## src/hdl/canf_pkg.sv

```systemverilog
// shared types and constants of the can receive identifier mask filter
package canf_pkg;

  // filter table size and derived widths
  localparam int ENTRIES = 16;
  localparam int IDX_W   = (ENTRIES > 1) ? $clog2(ENTRIES) : 1;
  localparam int ID_W    = 11;
  localparam int EIDX_W  = 4;

  // opcode field values
  localparam logic OP_PROG = 1'b0;
  localparam logic OP_RECV = 1'b1;

  // reset value of a filter mask
  localparam logic [ID_W-1:0] MASK_ALL = {ID_W{1'b1}};

  // queue depth between front and back
  localparam int QDEPTH = 2;
  localparam int QPTR_W = 1;
  localparam int QCNT_W = 2;

  // command class given to each item by the front
  typedef enum logic [1:0] {
    CMD_PROG  = 2'd0,
    CMD_MATCH = 2'd1,
    CMD_DROP  = 2'd2
  } cmd_e;

  // input item
  typedef struct packed {
    logic              op;
    logic [EIDX_W-1:0] entry_index;
    logic [ID_W-1:0]   can_id;
    logic [ID_W-1:0]   id_mask;
    logic              remote;
  } in_t;

  // result item
  typedef struct packed {
    logic              hit;
    logic [EIDX_W-1:0] hit_index;
  } out_t;

  // classified item held in the queue
  typedef struct packed {
    cmd_e              cmd;
    logic [EIDX_W-1:0] entry_index;
    logic [ID_W-1:0]   can_id;
    logic [ID_W-1:0]   id_mask;
    logic              remote;
  } qitem_t;

  // queue head handed to the back
  typedef struct packed {
    logic   valid;
    qitem_t item;
  } qhead_t;

endpackage

```

## src/hdl/canf_front.sv

```systemverilog
// front end: accepts items, classifies them and queues them for the back end
module canf_front (
  input  logic          clk_i,
  input  logic          rst_ni,
  input  logic          start,
  output logic          busy,
  input  canf_pkg::in_t item_i,
  input  logic          pop_i,
  output canf_pkg::qhead_t head_o
);

  canf_pkg::qitem_t            q_mem [canf_pkg::QDEPTH];
  logic [canf_pkg::QPTR_W-1:0] wr_ptr_q, wr_ptr_d;
  logic [canf_pkg::QPTR_W-1:0] rd_ptr_q, rd_ptr_d;
  logic [canf_pkg::QCNT_W-1:0] cnt_q, cnt_d;
  canf_pkg::qitem_t            cls;
  logic                        push;
  logic                        pop;

  // classify the incoming item
  always_comb begin
    cls.entry_index = item_i.entry_index;
    cls.can_id      = item_i.can_id;
    cls.id_mask     = item_i.id_mask;
    cls.remote      = item_i.remote;
    unique case (item_i.op)
      canf_pkg::OP_RECV: cls.cmd = canf_pkg::CMD_MATCH;
      default: begin
        if (32'(item_i.entry_index) < canf_pkg::ENTRIES) begin
          cls.cmd = canf_pkg::CMD_PROG;
        end else begin
          cls.cmd = canf_pkg::CMD_DROP;
        end
      end
    endcase
  end

  // queue control
  assign busy = (cnt_q == canf_pkg::QCNT_W'(canf_pkg::QDEPTH));
  assign push = start && !busy;
  assign pop  = pop_i && (cnt_q != '0);

  always_comb begin
    wr_ptr_d = push ? wr_ptr_q + 1'b1 : wr_ptr_q;
    rd_ptr_d = pop ? rd_ptr_q + 1'b1 : rd_ptr_q;
    cnt_d    = cnt_q;
    if (push && !pop) begin
      cnt_d = cnt_q + 1'b1;
    end else if (!push && pop) begin
      cnt_d = cnt_q - 1'b1;
    end
  end

  always_ff @(posedge clk_i or negedge rst_ni) begin
    if (!rst_ni) begin
      wr_ptr_q <= '0;
      rd_ptr_q <= '0;
      cnt_q    <= '0;
    end else begin
      wr_ptr_q <= wr_ptr_d;
      rd_ptr_q <= rd_ptr_d;
      cnt_q    <= cnt_d;
    end
  end

  // queue storage
  always_ff @(posedge clk_i) begin
    if (push) begin
      q_mem[wr_ptr_q] <= cls;
    end
  end

  // head of queue
  assign head_o.valid = (cnt_q != '0);
  assign head_o.item  = q_mem[rd_ptr_q];

endmodule

```

## src/hdl/canf_back.sv

```systemverilog
// back end: filter table, first-match search and result register
module canf_back (
  input  logic             clk_i,
  input  logic             rst_ni,
  input  canf_pkg::qhead_t head_i,
  output logic             pop_o,
  output logic             res_strobe_o,
  output canf_pkg::out_t   res_o
);

  logic [canf_pkg::ID_W-1:0]  tab_id_q   [canf_pkg::ENTRIES];
  logic                       tab_rem_q  [canf_pkg::ENTRIES];
  logic [canf_pkg::ID_W-1:0]  tab_mask_q [canf_pkg::ENTRIES];
  logic [canf_pkg::ENTRIES-1:0] valid_q;
  logic [canf_pkg::ENTRIES-1:0] match;
  logic                       found;
  logic                       sel_valid;
  logic [canf_pkg::IDX_W-1:0] sel;
  logic                       do_prog;
  logic                       do_match;
  logic                       res_strobe_q, res_strobe_d;
  canf_pkg::out_t             res_q, res_d;

  // the back end takes one item every cycle
  assign pop_o    = head_i.valid;
  assign do_prog  = head_i.valid && (head_i.item.cmd == canf_pkg::CMD_PROG);
  assign do_match = head_i.valid && (head_i.item.cmd == canf_pkg::CMD_MATCH);

  // per entry compare, remote bit always compared
  always_comb begin
    for (int e = 0; e < canf_pkg::ENTRIES; e++) begin
      match[e] = (((tab_id_q[e] ^ head_i.item.can_id) & tab_mask_q[e]) == '0) &&
                 (tab_rem_q[e] == head_i.item.remote);
    end
  end

  // priority select of the lowest matching entry
  always_comb begin
    found     = 1'b0;
    sel_valid = 1'b0;
    sel       = '0;
    for (int e = canf_pkg::ENTRIES - 1; e >= 0; e--) begin
      if (match[e]) begin
        found     = 1'b1;
        sel_valid = valid_q[e];
        sel       = canf_pkg::IDX_W'(e);
      end
    end
  end

  // result of a receive item
  always_comb begin
    res_strobe_d = do_match;
    res_d.hit       = found && sel_valid;
    res_d.hit_index = (found && sel_valid) ? canf_pkg::EIDX_W'(sel) : '0;
  end

  // filter table write
  always_ff @(posedge clk_i or negedge rst_ni) begin
    if (!rst_ni) begin
      valid_q <= '0;
      for (int e = 0; e < canf_pkg::ENTRIES; e++) begin
        tab_id_q[e]   <= '0;
        tab_rem_q[e]  <= 1'b0;
        tab_mask_q[e] <= canf_pkg::MASK_ALL;
      end
    end else if (do_prog) begin
      for (int e = 0; e < canf_pkg::ENTRIES; e++) begin
        if (32'(head_i.item.entry_index) == e) begin
          tab_id_q[e]   <= head_i.item.can_id;
          tab_rem_q[e]  <= head_i.item.remote;
          tab_mask_q[e] <= head_i.item.id_mask;
          valid_q[e]    <= 1'b1;
        end
      end
    end
  end

  // result register
  always_ff @(posedge clk_i or negedge rst_ni) begin
    if (!rst_ni) begin
      res_strobe_q <= 1'b0;
    end else begin
      res_strobe_q <= res_strobe_d;
    end
  end

  always_ff @(posedge clk_i) begin
    if (res_strobe_d) begin
      res_q <= res_d;
    end
  end

  assign res_strobe_o = res_strobe_q;
  assign res_o        = res_q;

endmodule

```

## src/hdl/can_rx_id_mask_filter.sv

```systemverilog
// top level of the can receive identifier mask filter
//
// Usage:
//   Input channel: drive item_i and raise start; the item is taken at a rising
//   edge where start is high and busy is low. op selects program (write one
//   filter entry) or receive (search the table for a frame identifier).
//   Result channel: each receive item gives one result on res_o, marked by
//   res_strobe_o for exactly one cycle; program items give no result.
//   Order: a taken receive item is first registered in the queue; the table
//   is searched while it is at the queue head, and the result and strobe are
//   then registered in the result register that drives res_o and res_strobe_o.
//   Throughput: one item per cycle; the two-entry queue between front and
//   back drains one item each cycle, so busy stays low in normal use.
//   The search compares all entries at once and picks the lowest match (hit if valid).
//   Reset: the queue empties, entries return to identifier 0, remote 0,
//   all-ones mask, not valid; no strobe is issued.
//   The receiver cannot stall; a result is marked only in its strobe cycle.
module can_rx_id_mask_filter (
  input  logic           clk_i,
  input  logic           rst_ni,
  input  logic           start,
  output logic           busy,
  input  canf_pkg::in_t  item_i,
  output logic           res_strobe_o,
  output canf_pkg::out_t res_o
);

  canf_pkg::qhead_t head;
  logic             pop;

  // front end with queue
  canf_front u_front (
    .clk_i  (clk_i),
    .rst_ni (rst_ni),
    .start  (start),
    .busy   (busy),
    .item_i (item_i),
    .pop_i  (pop),
    .head_o (head)
  );

  // back end with table and search
  canf_back u_back (
    .clk_i        (clk_i),
    .rst_ni       (rst_ni),
    .head_i       (head),
    .pop_o        (pop),
    .res_strobe_o (res_strobe_o),
    .res_o        (res_o)
  );

  // a taken receive item gives a strobe after the queue and the result register
  a_recv_result : assert property (@(posedge clk_i) disable iff (!rst_ni)
    (start && !busy && (item_i.op == canf_pkg::OP_RECV)) |-> ##2 res_strobe_o)
    else $error("receive item without result");

  // a strobe only follows a receive search
  a_strobe_src : assert property (@(posedge clk_i) disable iff (!rst_ni)
    res_strobe_o |-> $past(head.valid && (head.item.cmd == canf_pkg::CMD_MATCH)))
    else $error("result strobe without receive item");

  // a miss reports index zero
  a_miss_index : assert property (@(posedge clk_i) disable iff (!rst_ni)
    (res_strobe_o && !res_o.hit) |-> (res_o.hit_index == '0))
    else $error("miss with nonzero index");

  // the back end keeps up, so the queue never fills
  a_no_busy : assert property (@(posedge clk_i) disable iff (!rst_ni)
    !busy)
    else $error("queue full");

endmodule
```

## config.mk

```make
export PLATFORM = sky130hd
export DESIGN_NAME = can_rx_id_mask_filter
export DESIGN_NICKNAME = d
export VERILOG_FILES = /design/src/hdl/canf_pkg.sv /design/src/hdl/canf_front.sv /design/src/hdl/canf_back.sv /design/src/hdl/can_rx_id_mask_filter.sv
export SDC_FILE = /design/constraint.sdc
export NUM_CORES = 1
export LEC_CHECK = 0
export ABC_AREA = 0
export BUFFER_PORTS_ARGS = -buffer_cell sky130_fd_sc_hd__buf_4
export CORE_MARGIN = 3
export CORE_UTILIZATION = 30
export DETAILED_ROUTE_END_ITERATION = 10
export PLACE_DENSITY_LB_ADDON = 0.05
export SETUP_SLACK_MARGIN = 0.1
export SLEW_MARGIN = 20
export SYNTH_ARGS = -nofsm -noshare
export SYNTH_HDL_FRONTEND = slang
export SYNTH_SLANG_ARGS = --single-unit
```

## constraint.sdc

```tcl
create_clock -name clk_i -period 4.3 [get_ports clk_i]
set_clock_uncertainty 0.05 [all_clocks]
set_input_delay 0.645 -clock clk_i [delete_from_list [all_inputs] [get_ports clk_i]]
set_output_delay 0.645 -clock clk_i [all_outputs]
set_load 0.005 [all_outputs]
```

* Yosys cells after proc, flatten, opt, wreduce, memory -nomap -nowiden
Memories as Yosys holds them, arrays and structs flattened.
Index checks and enable logic that the tools add are counted.
** Cells by class
- Add/subtract/negate cells :: 4
- Equality and inequality tests :: 33
- Mux-type cells :: 52
- Bitwise logic cells :: 33
- Reductions and logical operators :: 65
** Operators by type and width (count)
- bitwise AND 11 bit :: 16
- logical NOT 11 bit :: 16
- XOR 11 bit :: 16
- 2-to-1 mux 1 bit :: 36
- == test 4 bit, second input constant :: 8
- 2-to-1 mux 4 bit :: 8
- AND reduction 2 bit :: 16
- logical AND 1 bit :: 22
- == test 1 bit :: 16
- == test 4 x 3 -> 1 bit, second input constant :: 4
- 2-to-1 mux 3 bit :: 4
- OR reduction 9 bit :: 1
- == test 4 x 2 -> 1 bit, second input constant :: 2
- 2-to-1 mux 2 bit :: 4
- OR reduction 5 bit :: 1
- == test 4 x 1 -> 1 bit, second input constant :: 1
- logical NOT 4 bit :: 1
- nonzero test 2 bit :: 2
- logical NOT 1 bit :: 3
- OR reduction 3 bit :: 1
- adder 1 bit, second input constant :: 2
- adder 2 x 1 -> 2 bit, second input constant :: 1
- == test 2 x 1 -> 1 bit, second input constant :: 1
- == test 2 bit, second input constant :: 1
- 4 further kinds :: 4
** Storage, ports and cells
- Bits in registers :: 394
- Bits in writable memories :: 56
- Input port bits :: 31
- Output and inout port bits :: 7
- Logic and storage cells :: 261
- Memories kept :: 1
** Memories
- u_front.q_mem :: depth 2, bits a word 28, read ports 1, clocked after memory_dff 0, write ports 1, RTL line canf_front.sv:12 : canf_pkg::qitem_t q_mem [canf_pkg::QDEPTH];

* Longest topological paths before layout
An unclocked memory read counts as a cell.
- Depth in word-level cells :: 24
- Gate-level depth with buffers :: 13
- Depth with buffers taken out :: 9

* Modules after synthesis
A second synthesis with hierarchy kept.
** Unflattened totals
- Cells, all modules :: 1411
- Area total of the unflattened synthesis :: 20231.9 um2
** By module, submodules not included
- canf_back :: times used 1, cells an instance 1303, area each 17954.7 um2, seq. area each 10004.6 um2
- canf_front :: times used 1, cells an instance 108, area each 2277.2 um2, seq. area each 1781.7 um2

* Worst setup path before layout
OpenSTA, ideal clock, no wires.
- Kind :: reg2reg
- Start :: register u_front.rd_ptr_q
- End :: register u_back.res_q, in the netlist u_back.res_o[3], data pin
- Library setup time :: 0.255 ns
- Arrival time :: 2.723 ns
- Data required time :: 3.995 ns
- Setup slack :: 1.272 ns
- Stages on the path, launching flop included :: 13
- Path buffers :: 3
- Period minus slack after synthesis :: 3.028 ns
- Path through :: dfrtp_1 > buf_6 > buf_12 > mux2i_4 > buf_12 > mux2i_1 > a2111oi_4 > nand4_2 > nor3b_2 > o221a_1 > o41ai_2 > o22ai_2 > and3b_1
** On the way
- Word-level cells in the longest chain between the ends :: 24
- Elaborated cells on any way between the ends :: 124
- Those cells by class :: eq/ne (16); mux (40); bitwise (33); reduce/logical (34); memory (1)
** RTL lines
- start, declared :: RTL line canf_front.sv:14 : logic [canf_pkg::QPTR_W-1:0] rd_ptr_q, rd_ptr_d;
- start signal, assigned :: RTL line canf_front.sv:61 : rd_ptr_q <= rd_ptr_d;
- memory (2 x 28 bit) (*)
- XOR 11 bit :: RTL line canf_back.sv:32 : match[e] = (((tab_id_q[e] ^ head_i.item.can_id) & tab_mask_q[e]) == '0) &&
- bitwise AND 11 bit :: RTL line canf_back.sv:32
- logical NOT 11 bit :: RTL line canf_back.sv:32
- logical AND 1 bit :: RTL line canf_back.sv:32
- 2-to-1 mux 1 bit (16 in a row) :: RTL line canf_back.sv:43 : if (match[e]) begin
- logical AND 1 bit :: RTL line canf_back.sv:55 : res_d.hit_index = (found && sel_valid) ? canf_pkg::EIDX_W'(sel) : '0;
- NOT 1 bit (no line)
- OR reduction 9 bit (no line)
- end signal, assigned :: RTL line canf_back.sv:90 : res_q <= res_d;
- end, declared :: RTL line canf_back.sv:22 : canf_pkg::out_t res_q, res_d;
Mark *: on every way between the ends. The rest lies on a longest branch, timed or not.
A chain may end at the register's enable or synchronous reset.

* Worst setup path in the final report
- Start :: register u_front.rd_ptr_q
- End :: register u_back.res_q, in the netlist u_back.res_o[2], data pin
** On the way
- Word-level cells in the longest chain between the ends :: 24
- Elaborated cells on any way between the ends :: 128
- Those cells by class :: eq/ne (16); mux (44); bitwise (33); reduce/logical (34); memory (1)
** RTL lines (RTL line)
- memory (2 x 28 bit) (*)
- XOR 11 bit :: canf_back.sv:32
- bitwise AND 11 bit :: canf_back.sv:32
- logical NOT 11 bit :: canf_back.sv:32
- logical AND 1 bit :: canf_back.sv:32
- 2-to-1 mux 1 bit (16 in a row) :: canf_back.sv:43
- logical AND 1 bit :: canf_back.sv:55
- NOT 1 bit (no line)
- OR reduction 5 bit (no line)
Marked as above.

==> run summary <==
Terminating pin of the worst hold path: u_front.q_mem[1][9]. Summed over all cells, the static leakage comes to 0.00939 uW. The final standard cell count with taps included and fillers excluded is 2851, and the met3 routing resource usage after global routing is 0.0228. After filler insertion, the fill cell instance count of the layout stands at 6618. The number of placed instances, taps included, is 2736. In this run the most critical hold path is launched from item_i[9]. Summing every instance area after synthesis gives 20000 um^2. The run gives 68 as the count of cell types in the netlist.

The final setup violation count came out at 0. The number of nets in the synthesized netlist is 1924. Entering global routing, the biggest net connects 96 pins. Layout overhead on the synthesized area: 17.7%. The synthesized instance count was 1892. The area inside the core boundary was 65900 um^2; the number of max-cap violations was 0.

TritonCTS created 55 clock buffers. The proportion of synthesized chip area in sequential cells was 0.589. The congestion estimate from routability-driven global placement came to 0.771. The chip width was 264 um.

The share of cells above drive strength 1 works out to 0.220. In this run the clock root is driven by a clkbuf_16. The initial cell density of the core came out at 0.304. The signal on the critical path passes through mux2i_4 > buf_4 > mux2i_1 > a2111oi_0 > nand4_1 > o21ai_1 > or3_1 > o21ai_1 > o22ai_2 > nor4b_1.

The number of nets in the layout is 1973. For this run, the top clock speed supported by timing is 265 MHz. The clock-pin slew of the registers on the worst-case setup and hold paths works out to 0.06 ns. Dividing the detail-routed via count by the number of cells gives 4.63. At the worst endpoint, the required time is 4.66 ns.

No sink is reached through more buffers than the 3 on the longest clock path. The tools report the reg-to-reg startpoint as u_front.rd_ptr_q. Maximum level of the CTS H-tree: 2. Dividing the detail-routed wire length by the instance count gives 19.7 um. The design draws 21100 uW. For the post-detailed-placement cell area, the log shows 21700 um^2. For this run, the slowest stage of the critical path takes 0.65 ns. The clock period could shrink to 3.77 ns.

The number of sinks driven by the clock tree was 450. The tools report the count of pins over their slew limit as 0. The multi-input combinational cells in the finished layout cover a total of 7730 um^2.

The number of antenna-violating nets in the routed design was 0. For the post-route DRC violation count, the log shows 0. Adding up every negative setup slack in the final design gives 0 ns. The cell depth of the worst hold path came out at 1.

The tools report the fraction of the core area covered by cells at the end of the flow as 0.358. The row count came out at 94. The fraction of registers with async set or reset after synthesis came out at 0.864. Data arrives at the worst endpoint at 4.13 ns.

Yosys printed 0 warnings. In this run the worst setup path begins at u_front.rd_ptr_q. On the critical path, the stage with the largest delay is an instance of dfrtp_4. For the pin with the worst max-slew slack, the measured transition is 0.997 ns.

Setup repair after global routing left no endpoint under its margin. By startpoint and endpoint, the worst setup path is classified as reg -> reg. Counting flops with a built-in enable in the synthesized netlist gives 61. The startpoint type of the worst setup path is a register. Input and output buffers added on the ports amount to 37. Among the stages of the critical path, the cell type that occurs most often is o21ai_1. In the synthesized netlist the dominant register cell turns out to be dfrtp_1. For flop-to-flop paths, the worst setup slack is 0.53 ns. The run gives 0 as the total congestion overflow after global routing. The portion of the clock cycle consumed by the worst path in the final layout was 0.877.

STA classifies the critical path endpoint as a register. For the relative max-transition margin, the log shows 0.321. The first global-routing pass estimated 85.6 mm of wire. For the global-route met1 utilization, the log shows 0.236. The mean cell area of the mapped netlist is 10.6 um^2, and the die span in y is 264 um. Number of iterations in the first detailed-routing pass: 5. TritonCTS built the clock tree. The number of top-level pins was 38. The via count of the first global-routing pass was 13.1k; the final routed wirelength across all metal layers was 56.3 mm. For the area taken by flip-flops and latches, the log shows 11800 um^2. Reg-to-reg critical path endpoint: u_back.res_o[2]. Clock latency on the worst-skew pair, taken at its later pin, is 0.63 ns. The total track usage is 0.162, and the synthesized flop and latch total is 450. met2 is the most crowded layer. The tools report the total count of hold-check failures in the final report as 0. The path class of the tightest hold or removal check is in -> reg. The worst register-to-register path has a depth of 10.

After routing the design area is 23500 um^2. The area enclosed by the die boundary came out at 69800 um^2. The initial antenna violation count is 0.

The flow ran to the end, and the final reports show no timing, DRC or antenna violations. Power density over cell area: 896 nW/um^2. Fraction of met2 tracks used by global routing: 0.252.

The highest fanout seen on the critical path works out to 16. The detailed-placement wirelength estimate was 35.4 mm; the worst voltage drop across the vdd grid was 0.000434 V. The run gives 13.2k as the total number of vias. The total inserted antenna cells is 0, and the number of DRC violations after detailed-routing iteration 0 is 797.
-- per-layer routing --
metal / vias up / part of all wire
met5: - / 0
met4: 0 / 0.024
met3: 77 / 0.025
met2: 145 / 0.45
met1: 6413 / 0.50
li1: 6552 / -
-- registers in the layout (all words and copies together) (netlist names) --
name	count
u_front.q_mem	56
u_back.res_o	5
u_back.res_strobe_o	1
u_front.wr_ptr_q	1
u_back.tab_rem_q	16
u_back.valid_q	16
u_front.cnt_q	2
u_back.tab_id_q	176
u_back.tab_mask_q	176
u_front.rd_ptr_q	1
-- critical path, delay by kind of cell (launching register included) --
kind                   cells  cell delay, ns
multiplexers               2            0.62
flip-flops                 1            0.65
AND/OR/NAND/NOR            3            0.85
AO/OA/AOI/OAI              4            1.13
buffers and inverters      1            0.23
-- synth_stat cells, types with 9 or more instances --
cell / count / area (um^2)
a2111oi_0: 12 / 105
a21oi_1: 265 / 1330
a22oi_1: 37 / 278
buf_6: 9 / 101
clkbuf_1: 92 / 345
dfrtp_1: 213 / 5330
dfstp_2: 176 / 4620
edfxtp_1: 61 / 1830
inv_1: 16 / 60.1
mux2i_1: 75 / 751
mux2i_4: 11 / 248
nand2_1: 198 / 743
nand2b_1: 68 / 425
nand4_1: 14 / 87.6
nor2_1: 278 / 1040
o21ai_0: 126 / 631
xnor2_1: 132 / 1160
-- cell usage in the layout, fill, tap and decap left out, types with 3 or more instances in the layout --
master     count
clkinv_2       9
or2_2          8
buf_12        15
clkinv_1       4
nand2_1      198
mux2i_1       64
nor3_1         7
nand3_1        6
dfstp_2      176
a22oi_1       37
clkbuf_1      16
a2111oi_1      3
clkbuf_8      14
clkbuf_16     55
nor2_4         3
o21ai_1        4
a2111oi_2      6
nor2_1       268
dfrtp_1      212
edfxtp_1      61
nor2_2         7
buf_4        100
xnor2_1      132
nand2b_1      68
o21ai_0      126
a21oi_1      265
inv_1         16
mux2i_4       23
nand4_1       14
a2111oi_0     11
-- final cells by class --
class,instances,area share
Inverter,16,0.00255
Clock buffer,85,0.0692
Tap cell,864,0.0459
Sequential cell,450,0.501
Timing Repair Buffer,119,0.0473
Clock inverter,18,0.00627
Multi-Input combinational cell,1299,0.328
-- worst max-delay path by stage --
stage	depth (start not counted)	slack (ns)	to
6_report	10	0.53	u_back.res_o[2]
5_1_grt	10	0.22	u_back.res_o[2]
3_5_place_dp	11	0.23	u_back.res_o[2]
3_3_place_gp	11	0.27	u_back.res_o[3]
2_1_floorplan	12	1.27	u_back.res_o[3]
4_1_cts	11	0.19	u_back.res_o[2]
-- logic make-up (layout without fill, tap and decap cells) --
| group | count (synthesis) | in the layout | synth area share |
|---|---|---|---|
| AND/OR/NAND/NOR | 598 | 598 | 0.128 |
| AO/OA/AOI/OAI | 478 | 478 | 0.138 |
| flip-flops | 450 | 450 | 0.589 |
| buffers and inverters | 143 | 238 | 0.0342 |
| XOR/XNOR | 134 | 134 | 0.0587 |
| multiplexers | 88 | 88 | 0.0512 |
| adder cells (fa/ha/maj) | 1 | 1 | 0.000626 |
-- report_power, final --
part	switching [uW]	internal [uW]
clock network	1890	2670
logic	4640	3610
registers	1330	6970
total	7860	13300
-- metrics by stage --
| stage | hold slack [ns] | setup WS (ns) |
|---|---|---|
| after CTS | 0.107 | 0.186 |
| after detailed placement | 0.390 | 0.233 |
| after floorplan | 0.299 | 1.27 |
| after global routing | 0.121 | 0.216 |
| final | 0.154 | 0.529 |
| after global placement | 0.377 | 0.265 |
-- what timing repair did --
item | 4_1_cts | 5_1_grt
setup endpoints to repair | 0 | 5
setup buffers | 0 | 11
resized for setup | 0 | 1
hold buffers | 1 | 0
hold endpoints to repair | 26 | 0
Note: power is estimated with default switching activity, not from simulation.
